## src/hdl/lprv_pkg.sv

```systemverilog
package lprv_pkg;

  // parse phases, one per field of the record layout
  typedef enum logic [4:0] {
    PH_MAGIC     = 5'd0,
    PH_VERSION   = 5'd1,
    PH_RUN0_CNT  = 5'd2,
    PH_RUN0_ELEM = 5'd3,
    PH_RUN1_CNT  = 5'd4,
    PH_RUN1_ELEM = 5'd5,
    PH_RUN2_CNT  = 5'd6,
    PH_RUN2_ELEM = 5'd7,
    PH_RUN3_CNT  = 5'd8,
    PH_RUN3_ELEM = 5'd9,
    PH_DIG0      = 5'd10,
    PH_DIG1      = 5'd11,
    PH_EXTCOUNT  = 5'd12,
    PH_TAGLEN    = 5'd13,
    PH_TAGBYTE   = 5'd14,
    PH_PAYLEN    = 5'd15,
    PH_PAYBYTE   = 5'd16,
    PH_DISCARD   = 5'd17
  } phase_t;

  typedef enum logic [2:0] {
    ERR_NONE     = 3'd0,
    ERR_MAGIC    = 3'd1,
    ERR_VERSION  = 3'd2,
    ERR_TRUNC    = 3'd3,
    ERR_LENGTH   = 3'd4,
    ERR_TRAILING = 3'd5
  } err_t;

  // result kinds that do not follow from the phase
  localparam logic [4:0] KIND_DONE  = 5'd15;
  localparam logic [4:0] KIND_ERROR = 5'd16;

  // offset between a field phase and its result kind
  localparam logic [4:0] KIND_OFFSET = 5'd2;

  localparam int CFG_IDX_W = 2;
  localparam logic [CFG_IDX_W-1:0] REG_PAYLOAD_LENGTH   = 2'd0;
  localparam logic [CFG_IDX_W-1:0] REG_EXPECTED_VERSION = 2'd1;

  // result queue
  localparam int FIFO_DEPTH = 4;
  localparam int FIFO_AW    = $clog2(FIFO_DEPTH);

  typedef struct packed {
    logic [4:0]  kind;
    logic [63:0] value;
    err_t        error_code;
    logic        last_result;
  } res_t;

  // up to two results produced by one byte
  typedef struct packed {
    logic [1:0] count;
    res_t       r0;
    res_t       r1;
  } push_t;

  function automatic logic [7:0] magic_byte(input logic [2:0] idx);
    logic [7:0] b;
    case (idx)
      3'd0: b = 8'h48;
      3'd1: b = 8'h56;
      3'd2: b = 8'h45;
      3'd3: b = 8'h4E;
      3'd4: b = 8'h57;
      3'd5: b = 8'h53;
      3'd6: b = 8'h44;
      default: b = 8'h00;
    endcase
    return b;
  endfunction

  // append a result to a push group
  function automatic push_t add_res(input push_t p, input logic [4:0] k,
                                    input logic [63:0] v, input err_t e);
    push_t q;
    q = p;
    if (p.count == 2'd0) begin
      q.r0 = '{kind: k, value: v, error_code: e, last_result: 1'b0};
      q.count = 2'd1;
    end else begin
      q.r1 = '{kind: k, value: v, error_code: e, last_result: 1'b0};
      q.count = 2'd2;
    end
    return q;
  endfunction

endpackage

```

## src/hdl/lprv_parse.sv

```systemverilog
module lprv_parse (
  input  logic                 clk,
  input  logic                 rst,
  input  logic                 fire,
  input  logic [7:0]           data_byte,
  input  logic [31:0]          payload_length,
  input  logic [31:0]          expected_version,
  output lprv_pkg::push_t      push
);
  import lprv_pkg::*;

  // parse state
  phase_t      phase;
  logic [2:0]  field_byte_index;
  logic [63:0] assembly_register;
  logic [31:0] byte_offset;
  logic [31:0] run_elements_left;
  logic [31:0] extensions_left;
  logic        magic_mismatch;

  phase_t      phase_next;
  logic [2:0]  field_byte_index_next;
  logic [63:0] assembly_register_next;
  logic [31:0] byte_offset_next;
  logic [31:0] run_elements_left_next;
  logic [31:0] extensions_left_next;
  logic        magic_mismatch_next;

  logic [31:0] eff;
  logic [31:0] oa;
  logic        pend;
  logic [31:0] rem;
  logic [63:0] v;
  logic        field_last;
  logic        ended;
  logic        do_ext_next;
  logic        do_finish;
  err_t        fail_code;
  logic [4:0]  kind_ph;
  logic        over8;
  logic        over16;
  logic        over1;
  push_t       p;

  // offset, effective length and bytes remaining after this byte
  always_comb begin
    eff  = (payload_length == 32'd0) ? 32'd1 : payload_length;
    oa   = (byte_offset != '1) ? byte_offset + 32'd1 : byte_offset;
    pend = (oa >= eff);
    rem  = pend ? 32'd0 : eff - oa;
  end

  // assembled field value including this byte
  always_comb begin
    v = assembly_register | (64'(data_byte) << {field_byte_index, 3'b000});
    field_last = (phase == PH_VERSION) ? (field_byte_index == 3'd3)
                                       : (field_byte_index == 3'd7);
    kind_ph = 5'(phase) - KIND_OFFSET;
    over8  = (v[63:32] != 32'd0) || (v[31:0] > {3'b000, rem[31:3]});
    over16 = (v[63:32] != 32'd0) || (v[31:0] > {4'b0000, rem[31:4]});
    over1  = (v[63:32] != 32'd0) || (v[31:0] > rem);
  end

  // per-byte step
  always_comb begin
    phase_next             = phase;
    field_byte_index_next  = field_byte_index;
    assembly_register_next = assembly_register;
    byte_offset_next       = oa;
    run_elements_left_next = run_elements_left;
    extensions_left_next   = extensions_left;
    magic_mismatch_next    = magic_mismatch;
    do_ext_next            = 1'b0;
    do_finish              = 1'b0;
    fail_code              = ERR_NONE;
    ended                  = 1'b0;
    p                      = '0;

    case (phase)
      // raw bytes of a tag or payload
      PH_TAGBYTE, PH_PAYBYTE: begin
        p = add_res(p, kind_ph, 64'(data_byte), ERR_NONE);
        if (run_elements_left != 32'd0)
          run_elements_left_next = run_elements_left - 32'd1;
        if (run_elements_left <= 32'd1) begin
          if (phase == PH_TAGBYTE) phase_next = PH_PAYLEN;
          else do_ext_next = 1'b1;
        end
      end
      PH_DISCARD: begin
        phase_next = PH_DISCARD;
      end
      // little-endian fixed-size fields
      default: begin
        if (phase == PH_MAGIC && data_byte != magic_byte(field_byte_index))
          magic_mismatch_next = 1'b1;
        if (!field_last) begin
          field_byte_index_next  = field_byte_index + 3'd1;
          assembly_register_next = v;
        end else begin
          field_byte_index_next  = 3'd0;
          assembly_register_next = '0;
          case (phase)
            PH_MAGIC: begin
              if (magic_mismatch_next) fail_code = ERR_MAGIC;
              else phase_next = PH_VERSION;
            end
            PH_VERSION: begin
              if (v[31:0] != expected_version) fail_code = ERR_VERSION;
              else phase_next = PH_RUN0_CNT;
            end
            PH_RUN0_CNT, PH_RUN1_CNT, PH_RUN2_CNT, PH_RUN3_CNT: begin
              if (over8) begin
                fail_code = ERR_LENGTH;
              end else begin
                p = add_res(p, kind_ph, v, ERR_NONE);
                run_elements_left_next = v[31:0];
                // empty run skips its element phase
                phase_next = (v == 64'd0) ? phase_t'(phase + 5'd2)
                                          : phase_t'(phase + 5'd1);
              end
            end
            PH_RUN0_ELEM, PH_RUN1_ELEM, PH_RUN2_ELEM, PH_RUN3_ELEM: begin
              p = add_res(p, kind_ph, v, ERR_NONE);
              if (run_elements_left != 32'd0)
                run_elements_left_next = run_elements_left - 32'd1;
              if (run_elements_left <= 32'd1)
                phase_next = phase_t'(phase + 5'd1);
            end
            PH_DIG0, PH_DIG1: begin
              p = add_res(p, kind_ph, v, ERR_NONE);
              phase_next = phase_t'(phase + 5'd1);
            end
            PH_EXTCOUNT: begin
              if (over16) begin
                fail_code = ERR_LENGTH;
              end else begin
                p = add_res(p, kind_ph, v, ERR_NONE);
                extensions_left_next = v[31:0];
                if (v == 64'd0) do_finish = 1'b1;
                else phase_next = PH_TAGLEN;
              end
            end
            PH_TAGLEN, PH_PAYLEN: begin
              if (over1) begin
                fail_code = ERR_LENGTH;
              end else begin
                p = add_res(p, kind_ph, v, ERR_NONE);
                run_elements_left_next = v[31:0];
                if (v != 64'd0) phase_next = phase_t'(phase + 5'd1);
                else if (phase == PH_TAGLEN) phase_next = PH_PAYLEN;
                else do_ext_next = 1'b1;
              end
            end
            default: phase_next = PH_DISCARD;
          endcase
        end
      end
    endcase

    // move to the next extension or close the record
    if (do_ext_next) begin
      if (extensions_left <= 32'd1) begin
        extensions_left_next = 32'd0;
        do_finish = 1'b1;
      end else begin
        extensions_left_next = extensions_left - 32'd1;
        phase_next = PH_TAGLEN;
      end
    end
    if (do_finish) begin
      if (rem == 32'd0) begin
        p = add_res(p, KIND_DONE, 64'd0, ERR_NONE);
        ended = 1'b1;
        phase_next = PH_DISCARD;
      end else begin
        fail_code = ERR_TRAILING;
      end
    end
    if (fail_code != ERR_NONE) begin
      p = add_res(p, KIND_ERROR, 64'd0, fail_code);
      ended = 1'b1;
      phase_next = PH_DISCARD;
    end

    // payload ended inside an open record
    if (pend && !ended && phase_next != PH_DISCARD)
      p = add_res(p, KIND_ERROR, 64'd0, ERR_TRUNC);

    if (p.count == 2'd1) p.r0.last_result = 1'b1;
    else if (p.count == 2'd2) p.r1.last_result = 1'b1;

    // payload end restarts the parse
    if (pend) begin
      phase_next             = PH_MAGIC;
      field_byte_index_next  = 3'd0;
      assembly_register_next = '0;
      byte_offset_next       = 32'd0;
      run_elements_left_next = 32'd0;
      extensions_left_next   = 32'd0;
      magic_mismatch_next    = 1'b0;
    end
  end

  // result group handed to the queue
  always_comb begin
    push = p;
    if (!fire) push.count = 2'd0;
  end

  // state registers
  always_ff @(posedge clk) begin
    if (rst) begin
      phase             <= PH_MAGIC;
      field_byte_index  <= 3'd0;
      assembly_register <= '0;
      byte_offset       <= 32'd0;
      run_elements_left <= 32'd0;
      extensions_left   <= 32'd0;
      magic_mismatch    <= 1'b0;
    end else if (fire) begin
      phase             <= phase_next;
      field_byte_index  <= field_byte_index_next;
      assembly_register <= assembly_register_next;
      byte_offset       <= byte_offset_next;
      run_elements_left <= run_elements_left_next;
      extensions_left   <= extensions_left_next;
      magic_mismatch    <= magic_mismatch_next;
    end
  end

endmodule

```

## src/hdl/lprv_result_fifo.sv

```systemverilog
module lprv_result_fifo (
  input  logic             clk,
  input  logic             rst,
  input  lprv_pkg::push_t  push,
  output logic             room2,
  input  logic             pop,
  output logic             out_valid,
  output lprv_pkg::res_t   out_res
);
  import lprv_pkg::*;

  res_t                 mem [FIFO_DEPTH];
  logic [FIFO_AW-1:0]   wr_ptr;
  logic [FIFO_AW-1:0]   rd_ptr;
  logic [FIFO_AW:0]     count;
  logic                 pop_ok;

  // status
  always_comb begin
    room2     = (count <= (FIFO_AW+1)'(FIFO_DEPTH - 2));
    out_valid = (count != '0);
    out_res   = mem[rd_ptr];
    pop_ok    = pop && out_valid;
  end

  // storage, up to two writes per cycle
  always_ff @(posedge clk) begin
    if (push.count != 2'd0) mem[wr_ptr] <= push.r0;
    if (push.count == 2'd2) mem[wr_ptr + FIFO_AW'(1)] <= push.r1;
  end

  // pointers and fill count
  always_ff @(posedge clk) begin
    if (rst) begin
      wr_ptr <= '0;
      rd_ptr <= '0;
      count  <= '0;
    end else begin
      wr_ptr <= wr_ptr + FIFO_AW'(push.count);
      if (pop_ok) rd_ptr <= rd_ptr + FIFO_AW'(1);
      count <= count + (FIFO_AW+1)'(push.count) - (FIFO_AW+1)'(pop_ok);
    end
  end

endmodule

```

## src/hdl/length_prefixed_record_validator.sv

```systemverilog
// a byte's results pass through the input register and the result queue before m_tvalid offers them,
// and a queue without two free entries holds the byte in the input register
// throughput: one byte per cycle while the result queue keeps two free entries
// a byte gives up to two results; the four-entry result queue absorbs the burst
// reset: synchronous active-high rst clears the parse, queue and input register,
// and sets payload_length to 1 and expected_version to 2
module length_prefixed_record_validator (
  input  logic                              clk,
  input  logic                              rst,
  // input bytes
  input  logic                              s_tvalid,
  output logic                              s_tready,
  input  logic [7:0]                        s_tdata,    // [7:0] data_byte
  // results
  output logic                              m_tvalid,
  input  logic                              m_tready,
  output logic [71:0]                       m_tdata,    // [63:0] value, [66:64] error_code
  output logic [4:0]                        m_tuser,    // [4:0] kind
  output logic                              m_tlast,    // last_result
  // configuration writes
  input  logic                              cfg_valid,
  output logic                              cfg_ready,
  input  logic [lprv_pkg::CFG_IDX_W-1:0]    cfg_index,
  input  logic [31:0]                       cfg_data
);
  import lprv_pkg::*;

  logic [31:0] payload_length;
  logic [31:0] expected_version;
  logic        in_valid;
  logic [7:0]  in_byte;
  logic        room2;
  logic        fire;
  push_t       push;
  res_t        out_res;

  // configuration registers
  assign cfg_ready = 1'b1;
  always_ff @(posedge clk) begin
    if (rst) begin
      payload_length   <= 32'd1;
      expected_version <= 32'd2;
    end else if (cfg_valid) begin
      case (cfg_index)
        REG_PAYLOAD_LENGTH:   payload_length   <= cfg_data;
        REG_EXPECTED_VERSION: expected_version <= cfg_data;
        default: ;
      endcase
    end
  end

  // input register
  assign fire     = in_valid && room2;
  assign s_tready = !in_valid || fire;
  always_ff @(posedge clk) begin
    if (rst) begin
      in_valid <= 1'b0;
    end else if (s_tready) begin
      in_valid <= s_tvalid;
    end
  end
  always_ff @(posedge clk) begin
    if (s_tready && s_tvalid) in_byte <= s_tdata;
  end

  lprv_parse u_parse (
    .clk              (clk),
    .rst              (rst),
    .fire             (fire),
    .data_byte        (in_byte),
    .payload_length   (payload_length),
    .expected_version (expected_version),
    .push             (push)
  );

  lprv_result_fifo u_fifo (
    .clk       (clk),
    .rst       (rst),
    .push      (push),
    .room2     (room2),
    .pop       (m_tready),
    .out_valid (m_tvalid),
    .out_res   (out_res)
  );

  // result packing
  assign m_tdata = {5'd0, out_res.error_code, out_res.value};
  assign m_tuser = out_res.kind;
  assign m_tlast = out_res.last_result;

endmodule

```

## config.mk

```make
export PLATFORM = sky130hd
export DESIGN_NAME = length_prefixed_record_validator
export DESIGN_NICKNAME = d
export VERILOG_FILES = /design/src/hdl/lprv_pkg.sv /design/src/hdl/lprv_parse.sv /design/src/hdl/lprv_result_fifo.sv /design/src/hdl/length_prefixed_record_validator.sv
export SDC_FILE = /design/constraint.sdc
export NUM_CORES = 2
export LEC_CHECK = 0
export ABC_AREA = 1
export BUFFER_PORTS_ARGS = -buffer_cell sky130_fd_sc_hd__buf_2
export CORE_MARGIN = 8
export CORE_UTILIZATION = 60
export CTS_CLUSTER_SIZE = 14
export DETAILED_ROUTE_END_ITERATION = 16
export PLACE_DENSITY = 0.85
export SLEW_MARGIN = 20
export SYNTH_ARGS = -nofsm -noshare
export SYNTH_HDL_FRONTEND = slang
export SYNTH_SLANG_ARGS = --single-unit
export TNS_END_PERCENT = 20
```

## constraint.sdc

```tcl
create_clock -name clk -period 9.15 [get_ports clk]
set_input_delay 0.4575 -clock clk [delete_from_list [all_inputs] [get_ports clk]]
set_output_delay 0.4575 -clock clk [all_outputs]
set_load 0.02 [all_outputs]
```

==> run metrics <==
cell area after layout 36710 sq um; worst endpoint data arrival time 8970 ps; pwr/cell area 255.3 nW/um^2; Critical Path Max Stage Delay 430 ps; crit start category flop; final routed wirelength across all metal layers 108100 um; effective utilization at floorplan 60.29%; clock-pin slew on the worst setup and hold paths 60 ps; hold path cells 1; gate count after technology mapping 5282; IO Count 128; area inside the core boundary 56060 sq um; chip width 253.3 um; Synth Warn # 0; H-tree levels 2; CTS buffer count 57; average wire per standard cell 17.94 um; leakage power figure 18.00 nW; TritonCTS sink count 543; type of element capturing the critical path flop; most instantiated flip-flop cell in the synthesis netlist dfxtp_1; cell family with the largest share of critical-path delay simple AND/OR/NAND/NOR gates; global-route usage over all layers 32.31%; placed cell count 5907; area of the die 64180 sq um; number of gates on the worst path with buffers counted 58; total overflow reported by the global router 0; main area contributors after synthesis dfxtp_1 30%, nand2_1 16%, nor2_1 7.6%; Antenna Nets Post-Route 0; number of antenna violations at the first check in global routing 2; die height 253.3 um; first-pass GRT wire length 169600 um; unique cell type count in the Yosys netlist 56; fraction of layout instances using a drive strength above 1 7.114%; number of flops mapped to enable cells by yosys 44; run status completed; Cell Area, Placed 34470 sq um; final non-filler cell total 6027; number of global-route vias before repair 32321; crit path max fanout 25; share of the clock period used by the worst path 92.50%; number of rows in the core area 87; post-route worst setup slack 685.8 ps; final setup TNS 0 ps; sequential area share after synthesis 33.47%; CTS tree built; Tightest Pin Transition 1146 ps; dominant cell type by count on the critical path nand2_1; total number of vias 35206; share of Yosys cell area claimed by the top area cell type 29.56%; number of vias per cell 5.841; synthesized area divided by synthesized cell count 6.398 sq um; number of hold-slack violations in the final timing report 0; required time at the endpoint of the critical path 9650 ps; count of max-cap constraint violations 0; total iterations of the first detailed-routing run 8; initial detailed-routing violation count 3972; number of antenna diodes 0; maximum number of pins on one net before global-route repair 107; cell type with the largest total area after synthesis dfxtp_1; post-detailed-placement half-perimeter wirelength 73930 um; number of nets in the layout 5416; Port Buf Inserts 121; count of cells along the worst register-to-register path 58; type of the worst setup path flop to flop; time the worst path needs with I/O delays and setup 8464 ps; drc violations 0; number of synthesized register bits 543; later-pin clock latency in the skew report 650 ps; proportion of synthesized flip-flops having asynchronous set or reset 0%; Slew headroom 23.53%; HP Class primary input to flop; highest-delay cell along the critical path fa_1; number of buffers on the longest clock path 3; Worst Setup Slack post-DPL 289.6 ps; worst vdd ir 0.0001986 V; max-slew violation count 0; Root Driver clkbuf_16; final count of negative-setup-slack endpoints 0; final clock skew 42.02 ps; area growth from synthesis to layout 8.608%; Buffers & Inverters on Critical Path 10; routability-driven placement congestion ratio 1.021; post-synthesis cell area 33800 sq um; upper clock frequency limit 0.1181 GHz
per-stage QoR:
| stage | util, % | hold WS, ps | power [mW] |
|---|---|---|---|
| 3_5_place_dp | 61.49 | 448.8 | 6.797 |
| 4_1_cts | 65.16 | 1.989 | 9.257 |
| 2_1_floorplan | - | 430.5 | 5.659 |
| 6_report | 65.47 | 18.81 | 9.372 |
| 5_1_grt | 65.47 | 3.661 | 9.913 |
| 3_3_place_gp | 61.49 | 441.4 | 6.721 |
cell usage in the layout (no fill, tap or decap), types with 18 or more instances in the layout:
| master | instances |
|---|---|
| a211oi_1 | 55 |
| a21oi_1 | 340 |
| buf_2 | 120 |
| buf_4 | 55 |
| clkbuf_16 | 58 |
| dfxtp_1 | 497 |
| edfxtp_1 | 44 |
| ha_1 | 144 |
| inv_1 | 507 |
| nand2_1 | 1460 |
| nand3_1 | 383 |
| nand3b_1 | 46 |
| nand4_1 | 51 |
| nor2_1 | 675 |
| nor3_1 | 44 |
| nor4_1 | 20 |
| o21ai_0 | 299 |
| o21ai_1 | 25 |
| o21bai_1 | 20 |
| o22ai_1 | 113 |
| or2_2 | 18 |
| xnor2_1 | 36 |
| xor2_1 | 47 |
routing by layer:
layer	global-route usage (%)	routed length (um)	up-vias
met4	18.15	5985	4
met3	5.305	10730	361
li1	-	-	16988
met1	41.30	43410	16074
met5	0	26	-
met2	51.57	47970	1779
kinds of logic (layout without fill, tap and decap cells):
family / after synthesis / after routing / synth area share, %
multiplexers: 1 / 1 / 0.06663
other: 2 / 6 / 0.02222
AO/OA/AOI/OAI: 907 / 907 / 14.94
flip-flops: 543 / 543 / 33.47
AND/OR/NAND/NOR: 2757 / 2757 / 33.85
XOR/XNOR: 83 / 83 / 2.151
adder cells (fa/ha/maj): 146 / 146 / 5.450
buffers and inverters: 843 / 828 / 10.05
final timing paths:
check,slack [ps],from,to
worst max-delay path,690,u_parse.byte_offset[0],u_fifo.count[2]
worst min-delay path,20,s_tdata[0],in_byte[0]
worst max register to register,690,u_parse.byte_offset[0],u_fifo.count[2]
worst min register to register,460,u_parse.assembly_register[45],u_parse.assembly_register[45]
power breakdown:
group / internal, mW / leakage, nW / switching, mW
combinational: 1.28 / 12.6 / 2.87
sequential: 2.60 / 4.43 / 0.158
clock: 1.45 / 1.00 / 1.02
flip-flops by register name, indices dropped and copies added (netlist names), named ones only:
name,count
u_fifo.rd_ptr,2
u_parse.extensions_left,32
payload_length,32
u_parse.assembly_register,64
u_parse.run_elements_left,32
u_parse.magic_mismatch,1
u_fifo.count,3
expected_version,32
u_parse.byte_offset,32
u_fifo.wr_ptr,2
in_byte,8
u_parse.field_byte_index,3
u_fifo.mem,292
u_parse.phase,5
in_valid,1
synth_stat cells (51+ instances only):
cell and n:
dfxtp_1 499, nor2_1 685, a21oi_1 342, buf_2 84, nand3_1 386, inv_1 509
clkbuf_1 185, o22ai_1 113, nand4_1 51, nand2_1 1465, ha_1 144, a211oi_1 55
o21ai_0 299
area by class of cell:
type | count | area [sq um]
Fill cell | 5075 | 19350
Multi-Input combinational cell | 3900 | 19250
Sequential cell | 543 | 11320
Inverter | 536 | 2022
Clock buffer | 81 | 1668
Timing Repair Buffer | 185 | 1157
Tap cell | 756 | 945.9
Clock inverter | 26 | 350.3
repair_timing:
action                                  4_1_cts  5_1_grt
gates resized for setup                       0       28
hold buffers                                  4        0
endpoints found under the setup margin        0      363
buffers inserted                              0        9
hold endpoints to repair                      4        0
Note: power is estimated with default switching activity, not from simulation.
